`config.mk`:
```
export PLATFORM = sky130hd
export DESIGN_NAME = timed_event_queue
export DESIGN_NICKNAME = d
export VERILOG_FILES = /design/src/rtl/core/teq_pkg.sv /design/src/rtl/core/timed_event_queue.sv /design/src/rtl/core/teq_datapath.sv /design/src/rtl/core/teq_ctrl.sv
export VERILOG_INCLUDE_DIRS = /design/src /design/src/rtl/core
export SDC_FILE = /design/constraint.sdc
export NUM_CORES = 2
export LEC_CHECK = 0
export BUFFER_PORTS_ARGS = -buffer_cell sky130_fd_sc_hd__buf_4
export CORE_MARGIN = 1
export CORE_UTILIZATION = 46
export CTS_CLUSTER_DIAMETER = 50
export DETAILED_ROUTE_END_ITERATION = 6
export GPL_TIMING_DRIVEN = 0
export SLEW_MARGIN = 15
export SYNTH_ARGS = -nofsm -noshare
export SYNTH_HDL_FRONTEND = slang
export SYNTH_HIERARCHICAL = 1
export SYNTH_SLANG_ARGS = --single-unit
```
`constraint.sdc`:
```
create_clock -name i_clk -period 8.5 [get_ports i_clk]
set_clock_uncertainty 0.15 [all_clocks]
set_input_delay 1.7 -clock i_clk [delete_from_list [all_inputs] [get_ports i_clk]]
set_output_delay 1.7 -clock i_clk [all_outputs]
set_load 0.02 [all_outputs]
```
`src/rtl/core/timed_event_queue_macros.svh`:
```
// Assertion macros shared by the timed event queue RTL.
// No dependencies; modules using them must have i_clk and i_rst_n.
`ifndef TIMED_EVENT_QUEUE_MACROS_SVH
`define TIMED_EVENT_QUEUE_MACROS_SVH

// Same-cycle implication, disabled during reset.
`define TEQ_ASSERT_IMPL(lbl, ante, cons, msg) \
    lbl: assert property (@(posedge i_clk) disable iff (!i_rst_n) (ante) |-> (cons)) \
        else $error(msg);

// Next-cycle implication, disabled during reset.
`define TEQ_ASSERT_NEXT(lbl, ante, cons, msg) \
    lbl: assert property (@(posedge i_clk) disable iff (!i_rst_n) (ante) |=> (cons)) \
        else $error(msg);

`endif

```
`src/rtl/core/teq_pkg.sv`:
```
// Types and constants for the timed event queue.
// No dependencies; used by teq_ctrl, teq_datapath and timed_event_queue.
package teq_pkg;

    localparam int TAG_W   = 16;
    localparam int DELAY_W = 32;

    localparam logic ACTION_POST = 1'b0;
    localparam logic ACTION_TICK = 1'b1;

    localparam logic KIND_DELIVER = 1'b0;
    localparam logic KIND_REJECT  = 1'b1;

    typedef struct packed {
        logic               action;
        logic [TAG_W-1:0]   message_tag;
        logic [DELAY_W-1:0] delay_ticks;
    } t_in_item;

    typedef struct packed {
        logic             kind;
        logic [TAG_W-1:0] message_out;
        logic             last;
    } t_out_item;

    // controller -> datapath
    typedef struct packed {
        logic load_post;   // capture tag and deadline of an incoming post
        logic tick;        // advance the tick counter
        logic insert;      // insert the captured post into the sorted array
        logic pop;         // drop the head entry
        logic load_out;    // load the result register
        logic out_kind;    // kind of the result being loaded
    } t_dp_cmd;

    // datapath -> controller
    typedef struct packed {
        logic full;
        logic head_due;
        logic next_due;
    } t_dp_status;

endpackage

```
`src/rtl/core/timed_event_queue.sv`:
```
// Top level of the timed event queue: controller plus datapath.
// Depends on teq_pkg, teq_ctrl and teq_datapath.
//
// Deadline-ordered timer queue. A post (action 0) stores message_tag at
// deadline now + delay_ticks, saturated to the top of the TIME_WIDTH range,
// behind any entry with an equal or earlier deadline; if QUEUE_DEPTH entries
// are already held it returns one result with kind 1, the tag and last set.
// A tick (action 1) advances the saturating counter and then returns every
// entry whose deadline is at or before it, earliest first, last set on the
// final one; nothing due gives no result. A post is captured with its
// saturating add, then inserted into the sorted register array; a reject
// is captured, then loaded into the result register. The single result
// register sends one transfer per cycle while the output is ready, and
// output back-pressure stalls both deliveries and rejects.
// A new item is taken once the previous one has finished, even while its
// final result still sits in the result register. No clearing pass at reset.
module timed_event_queue #(
    parameter int QUEUE_DEPTH = 16,   // 2 .. 64 entries
    parameter int TIME_WIDTH  = 32    // 8 .. 64 bit tick counter
) (
    input  logic               i_clk,
    input  logic               i_rst_n,
    input  logic               i_in_valid,
    output logic               o_in_ready,
    input  teq_pkg::t_in_item  i_in_data,
    output logic               o_out_valid,
    input  logic               i_out_ready,
    output teq_pkg::t_out_item o_out_data
);
    import teq_pkg::*;

    t_dp_cmd    w_cmd;
    t_dp_status w_status;

    // sequencing: one item in flight, one result transfer per cycle while the output is ready
    teq_ctrl u_ctrl (
        .i_clk       (i_clk),
        .i_rst_n     (i_rst_n),
        .i_in_valid  (i_in_valid),
        .i_in_action (i_in_data.action),
        .o_in_ready  (o_in_ready),
        .o_out_valid (o_out_valid),
        .i_out_ready (i_out_ready),
        .o_cmd       (w_cmd),
        .i_status    (w_status)
    );

    // counter, sorted entries, result register
    teq_datapath #(
        .QUEUE_DEPTH (QUEUE_DEPTH),
        .TIME_WIDTH  (TIME_WIDTH)
    ) u_datapath (
        .i_clk      (i_clk),
        .i_rst_n    (i_rst_n),
        .i_in_data  (i_in_data),
        .i_cmd      (w_cmd),
        .o_status   (w_status),
        .o_out_data (o_out_data)
    );

endmodule

```
`src/rtl/core/teq_datapath.sv`:
```
// Datapath: tick counter, sorted deadline/tag register array and result register.
// Depends on teq_pkg.
module teq_datapath #(
    parameter int QUEUE_DEPTH = 16,
    parameter int TIME_WIDTH  = 32
) (
    input  logic                i_clk,
    input  logic                i_rst_n,
    input  teq_pkg::t_in_item   i_in_data,
    input  teq_pkg::t_dp_cmd    i_cmd,
    output teq_pkg::t_dp_status o_status,
    output teq_pkg::t_out_item  o_out_data
);
    import teq_pkg::*;

    localparam int CNT_W = $clog2(QUEUE_DEPTH + 1);
    localparam int SUM_W = ((TIME_WIDTH > DELAY_W) ? TIME_WIDTH : DELAY_W) + 1;

    logic [TIME_WIDTH-1:0] r_dl [QUEUE_DEPTH];
    logic [TAG_W-1:0]      r_tg [QUEUE_DEPTH];
    logic [TIME_WIDTH-1:0] n_dl [QUEUE_DEPTH];
    logic [TAG_W-1:0]      n_tg [QUEUE_DEPTH];
    logic                  w_le [QUEUE_DEPTH];

    logic [CNT_W-1:0]      r_count;
    logic [TIME_WIDTH-1:0] r_now;
    logic [TIME_WIDTH-1:0] r_new_dl;
    logic [TAG_W-1:0]      r_new_tag;
    t_out_item             r_out;

    logic [SUM_W-1:0]      w_sum;
    logic [TIME_WIDTH-1:0] w_deadline;

    // saturating now + delay
    assign w_sum      = SUM_W'(r_now) + SUM_W'(i_in_data.delay_ticks);
    assign w_deadline = (|w_sum[SUM_W-1:TIME_WIDTH]) ? '1 : w_sum[TIME_WIDTH-1:0];

    assign o_status.full     = (r_count == CNT_W'(QUEUE_DEPTH));
    assign o_status.head_due = (r_count != '0) && (r_dl[0] <= r_now);
    assign o_status.next_due = (r_count > CNT_W'(1)) && (r_dl[1] <= r_now);
    assign o_out_data        = r_out;

    // next array contents for insert or pop
    always_comb begin
        for (int i = 0; i < QUEUE_DEPTH; i++) begin
            w_le[i] = (CNT_W'(i) < r_count) && (r_dl[i] <= r_new_dl);
        end
        for (int i = 0; i < QUEUE_DEPTH; i++) begin
            n_dl[i] = r_dl[i];
            n_tg[i] = r_tg[i];
            if (i_cmd.insert) begin
                if (!w_le[i]) begin
                    if (i == 0 || w_le[(i == 0) ? 0 : i - 1]) begin
                        n_dl[i] = r_new_dl;
                        n_tg[i] = r_new_tag;
                    end else begin
                        n_dl[i] = r_dl[(i == 0) ? 0 : i - 1];
                        n_tg[i] = r_tg[(i == 0) ? 0 : i - 1];
                    end
                end
            end else if (i_cmd.pop && i < QUEUE_DEPTH - 1) begin
                n_dl[i] = r_dl[(i < QUEUE_DEPTH - 1) ? i + 1 : i];
                n_tg[i] = r_tg[(i < QUEUE_DEPTH - 1) ? i + 1 : i];
            end
        end
    end

    always_ff @(posedge i_clk) begin
        for (int i = 0; i < QUEUE_DEPTH; i++) begin
            r_dl[i] <= n_dl[i];
            r_tg[i] <= n_tg[i];
        end
    end

    always_ff @(posedge i_clk) begin
        if (!i_rst_n) begin
            r_count <= '0;
            r_now   <= '0;
        end else begin
            if (i_cmd.insert) begin
                r_count <= r_count + CNT_W'(1);
            end else if (i_cmd.pop) begin
                r_count <= r_count - CNT_W'(1);
            end
            if (i_cmd.tick && (r_now != '1)) begin
                r_now <= r_now + TIME_WIDTH'(1);
            end
        end
    end

    always_ff @(posedge i_clk) begin
        if (i_cmd.load_post) begin
            r_new_dl  <= w_deadline;
            r_new_tag <= i_in_data.message_tag;
        end
        if (i_cmd.load_out) begin
            r_out.kind <= i_cmd.out_kind;
            if (i_cmd.out_kind == KIND_REJECT) begin
                r_out.message_out <= r_new_tag;
                r_out.last        <= 1'b1;
            end else begin
                r_out.message_out <= r_tg[0];
                r_out.last        <= !o_status.next_due;
            end
        end
    end

`include "timed_event_queue_macros.svh"

    `TEQ_ASSERT_IMPL(a_count_bound, 1'b1, r_count <= CNT_W'(QUEUE_DEPTH), "entry count over depth")
    `TEQ_ASSERT_NEXT(a_insert_grows, i_cmd.insert, r_count == $past(r_count) + CNT_W'(1), "insert lost")
    `TEQ_ASSERT_IMPL(a_pop_nonempty, i_cmd.pop, r_count != '0, "pop from empty queue")

endmodule

```
`src/rtl/core/teq_ctrl.sv`:
```
// Controller: sequences post, reject and tick/delivery for one item at a time.
// Depends on teq_pkg; drives the datapath through t_dp_cmd.
module teq_ctrl (
    input  logic                i_clk,
    input  logic                i_rst_n,
    input  logic                i_in_valid,
    input  logic                i_in_action,
    output logic                o_in_ready,
    output logic                o_out_valid,
    input  logic                i_out_ready,
    output teq_pkg::t_dp_cmd    o_cmd,
    input  teq_pkg::t_dp_status i_status
);
    import teq_pkg::*;

    typedef enum logic [1:0] {
        S_IDLE,
        S_INSERT,
        S_REJECT,
        S_DRAIN
    } t_state;

    t_state r_state;
    t_state n_state;
    logic   r_out_valid;
    logic   n_out_valid;
    logic   w_accept;
    logic   w_slot_free;

    assign o_in_ready  = (r_state == S_IDLE);
    assign o_out_valid = r_out_valid;
    assign w_accept    = i_in_valid && o_in_ready;
    assign w_slot_free = !r_out_valid || i_out_ready;

    always_comb begin
        o_cmd       = '0;
        n_state     = r_state;
        n_out_valid = r_out_valid && !i_out_ready;
        case (r_state)
            S_IDLE: begin
                if (w_accept) begin
                    if (i_in_action == ACTION_POST) begin
                        o_cmd.load_post = 1'b1;
                        n_state = i_status.full ? S_REJECT : S_INSERT;
                    end else begin
                        o_cmd.tick = 1'b1;
                        n_state    = S_DRAIN;
                    end
                end
            end
            S_INSERT: begin
                o_cmd.insert = 1'b1;
                n_state      = S_IDLE;
            end
            S_REJECT: begin
                if (w_slot_free) begin
                    o_cmd.load_out = 1'b1;
                    o_cmd.out_kind = KIND_REJECT;
                    n_out_valid    = 1'b1;
                    n_state        = S_IDLE;
                end
            end
            S_DRAIN: begin
                if (!i_status.head_due) begin
                    n_state = S_IDLE;
                end else if (w_slot_free) begin
                    o_cmd.load_out = 1'b1;
                    o_cmd.out_kind = KIND_DELIVER;
                    o_cmd.pop      = 1'b1;
                    n_out_valid    = 1'b1;
                    if (!i_status.next_due) begin
                        n_state = S_IDLE;
                    end
                end
            end
            default: begin
                n_state = S_IDLE;
            end
        endcase
    end

    always_ff @(posedge i_clk) begin
        if (!i_rst_n) begin
            r_state     <= S_IDLE;
            r_out_valid <= 1'b0;
        end else begin
            r_state     <= n_state;
            r_out_valid <= n_out_valid;
        end
    end

`include "timed_event_queue_macros.svh"

    `TEQ_ASSERT_IMPL(a_no_overwrite, o_cmd.load_out, !r_out_valid || i_out_ready, "pending result overwritten")
    `TEQ_ASSERT_IMPL(a_pop_only_due, o_cmd.pop, i_status.head_due, "popped an entry not yet due")
    `TEQ_ASSERT_IMPL(a_insert_room, o_cmd.insert, !i_status.full, "insert into full queue")

endmodule
```
==> results.cfg <==
[run_status]
status = finished with violations
failed_checks = DRC

[synthesis]
synth_enable_flop_cells = 834
synth_unique_cells = 80
yosys_most_used_dff = sky130_fd_sc_hd__edfxtp_1
synthesis.instances = 8091
synthesis_warnings = 6
async_flop_share_pct = 0
netlist_area_um2 = 68800
postSynthNetCount = 8758
yosysSeqAreaShare_pct = 37.6
yosys_register_bits = 874
synth_area_per_cell_um2 = 8.50

[final_layout]
fill_cells = 14000
final_core_utilization_pct = 52.9
layout.cell_area.non_filler_um2 = 78400
layout_common_cells = sky130_fd_sc_hd__edfxtp_1 (834), sky130_fd_sc_hd__a21oi_1 (789), sky130_fd_sc_hd__nand3_1 (703)
area.growth.synth_to_final_pct = 13.9
final_net_count = 9039
layout-drive-gt1-share_pct = 8.50
mostFrequentLayoutCell = sky130_fd_sc_hd__edfxtp_1

[floorplan]
dieArea_um2 = 151000
die_x_um = 389
placeableCoreArea_um2 = 148000
design.portCount = 73
initial_utilization_pct = 46.5
placement_rows = 141
die_height_um = 389

[global_route]
grt_max_degree = 28
first_global_vias = 65900
grt_usage_pct = 46.8
grt_antenna_before_repair = 21
grt.overflow.total = 0
first_pass_grt_wire_length_mm = 497

[sta]
timing.final.hold_violations = 0
rsz_0062_raised_after_global_routing = false
max_slew.worst_pin.slew_ns = 1.42
final_worst_path_cycle_share_pct = 82.2
holdWs_ns = 0.405
achievable-frequency_mhz = 143
timing.max_slew.rel_slack_pct = 5.14
final_max_slew_viol_count = 0
timing.setup.tns_ns = 0
final_period_minus_worst_setup_slack_ns = 6.99
setup_viol = 0

[critical_path]
cp.arrival_ns = 7.32
critPathMaxFanout = 24
timing.reg2reg.setup_slack_ns = 1.51
critical_path_class = reg -> reg
max_stage_delay_ns = 0.84
timing.critical_path.slowest_stage_cell = sky130_fd_sc_hd__nor3_2
series_of_cell_instances_along_the_critical_path = inv_1, ha_1, nand4_1, nor2_1, nand4_1, or4_1, nor4_1, a21oi_1, a22oi_1, inv_1, nor3_2, nor2_2, clkbuf_2, a21oi_4, buf_16, buf_16
cp-end-kind = flop
worst_setup_path_start_kind = flop
data_required_time_at_the_worst_endpoint_ns = 8.84

[clock_tree]
numCtsBuffers = 151
post_cts_setup_inserts = 0
tritoncts = yes
numClockSinks = 874
ctsRootBufferMaster = sky130_fd_sc_hd__clkbuf_16
clk_pin_slew_ns = 0.06
htreeDepth = 4
clock_tree.buffer_depth = 3
clk_latency_worst_skew_pair_ns = 0.82
post_cts_hold_buffer_count = 0
post_cts.resized_instances = 0

[placement]
dpl-instance-area_um2 = 73300
gp_congestion = 1.08
io_buffers = 72
hpwl_after_detailed_placement_mm = 284

[power]
leakagePower_nw = 30.7
powerDensity_nw_per_um2 = 299
peakVddDrop_mv = 0.229

[detailed_routing]
num_vias = 72100
drtPass1Iterations = 7
drt_drc = 1
drt_iter0_drc = 11900
postRouteAntennaNets = 0
vias_per_cell = 6.91
routed_wire_length_per_instance_um = 35.1
wirelength_mm = 366

[hold_path]
holdCritPathClass = reg -> reg

[job]
drv_cap = 0
sequential cells by signal (all words and copies together), names as in the netlist:
register / flops
u_ctrl/r_state: 2
u_ctrl/o_out_valid: 1
u_datapath/r_now: 32
u_datapath/r_tg: 256
u_datapath/r_count: 5
u_datapath/r_dl: 512
u_datapath/o_out_data: 18
u_datapath/r_new_tag: 16
u_datapath/r_new_dl: 32
cell families after synthesis:
group / Yosys count / synth area share [%]
multiplexers: 67 / 1.09
flip-flops: 874 / 37.6
AND/OR/NAND/NOR: 3586 / 26.7
buffers and inverters: 868 / 5.28
adder cells (fa/ha/maj): 614 / 11.2
XOR/XNOR: 58 / 0.738
AO/OA/AOI/OAI: 2024 / 17.4
layout make-up:
type	instances	area [µm²]	share of cell area [%]
multi-input combinational	6349	39600	50.5
clock buffer	171	3900	4.97
tap	1930	2410	3.08
antenna	14	35.0	0.0447
inverter	142	533	0.680
timing repair buffer	128	1830	2.33
clock inverter	105	1070	1.37
buffer	726	3150	4.02
sequential	874	25800	33.0
worst paths after layout:
kind / from / end / depth (start not counted)
hold / removal: u_datapath/r_tg[1][126] / u_datapath/r_tg[1][110] / 2
hold reg to reg: u_datapath/r_tg[1][126] / u_datapath/r_tg[1][110] / 2
setup reg to reg: u_datapath/r_now[29] / u_datapath/r_dl[0][12] / 16
setup / recovery: u_datapath/r_now[29] / u_datapath/r_dl[0][12] / 16
cells in the mapped netlist (6+ instances only):
cell type                   instances  area share, %
sky130_fd_sc_hd__nand2_1          603            3.3
sky130_fd_sc_hd__nor2_1           703            3.8
sky130_fd_sc_hd__o21a_1            15           0.16
sky130_fd_sc_hd__or4_1             56           0.61
sky130_fd_sc_hd__or3_1            479            4.4
sky130_fd_sc_hd__clkbuf_2          23           0.17
sky130_fd_sc_hd__xnor2_1           50           0.64
sky130_fd_sc_hd__a21o_1           228            2.5
sky130_fd_sc_hd__dfxtp_1           40            1.2
sky130_fd_sc_hd__edfxtp_1         834             36
sky130_fd_sc_hd__or4b_4            12           0.24
sky130_fd_sc_hd__o31ai_1            7          0.076
sky130_fd_sc_hd__or2_2              9          0.082
sky130_fd_sc_hd__mux2_2            64            1.0
sky130_fd_sc_hd__buf_1             12          0.065
sky130_fd_sc_hd__buf_6             26           0.43
sky130_fd_sc_hd__nor3_1            64           0.47
sky130_fd_sc_hd__o21ai_1           79           0.57
sky130_fd_sc_hd__and3_1           527            4.8
sky130_fd_sc_hd__a211oi_1           7          0.076
sky130_fd_sc_hd__nor4_1             6          0.055
sky130_fd_sc_hd__o21ai_0          600            4.4
sky130_fd_sc_hd__nand4_1          304            2.8
sky130_fd_sc_hd__ha_1             613             11
sky130_fd_sc_hd__and2_1            33           0.30
sky130_fd_sc_hd__a31oi_1           15           0.14
sky130_fd_sc_hd__nor2b_1           52           0.47
sky130_fd_sc_hd__o221ai_2          11           0.24
sky130_fd_sc_hd__a2bb2oi_1         48           0.61
sky130_fd_sc_hd__inv_1            142           0.77
sky130_fd_sc_hd__clkbuf_1         582            3.2
sky130_fd_sc_hd__a21oi_1          803            5.8
sky130_fd_sc_hd__nand2b_1          21           0.19
sky130_fd_sc_hd__a211oi_2          12           0.22
sky130_fd_sc_hd__buf_4             19           0.21
sky130_fd_sc_hd__nand3_1          703            5.1
sky130_fd_sc_hd__xor2_1             8           0.10
sky130_fd_sc_hd__a211o_1          149            1.9
sky130_fd_sc_hd__buf_2             64           0.47
critical path: cells and delay by family, from the launching register on:
kind | cells | cell delay [ns]
AO/OA/AOI/OAI | 3 | 1.43
adder cells (fa/ha/maj) | 1 | 0.30
AND/OR/NAND/NOR | 7 | 2.97
flip-flops | 1 | 0.46
buffers and inverters | 5 | 1.31
metrics by stage:
step                      setup WS [ns]  cells  total power [mW]
after global placement            -2.79  10100              16.3
after global routing               1.63  10400              23.9
after floorplan                    2.43   8091              12.3
after CTS                          1.69  10400              22.8
after detailed placement           1.73  10100              16.6
final                              1.51  10400              23.4
layer usage:
metal	GRT usage, %	share of wire (%)
met3	15.6	15
met4	33.9	8.2
met5	0	0.042
met2	66.0	40
met1	59.4	36
report_power, final:
part / leakage (nW) / switching, mW / internal, mW / total, mW
clock network: 2.39 / 2.46 / 3.72 / 6.18
registers: 8.11 / 1.67 / 6.28 / 7.95
logic: 20.2 / 6.42 / 2.87 / 9.29
total: 30.7 / 10.5 / 12.9 / 23.4
(Power assumes the default switching activity.)
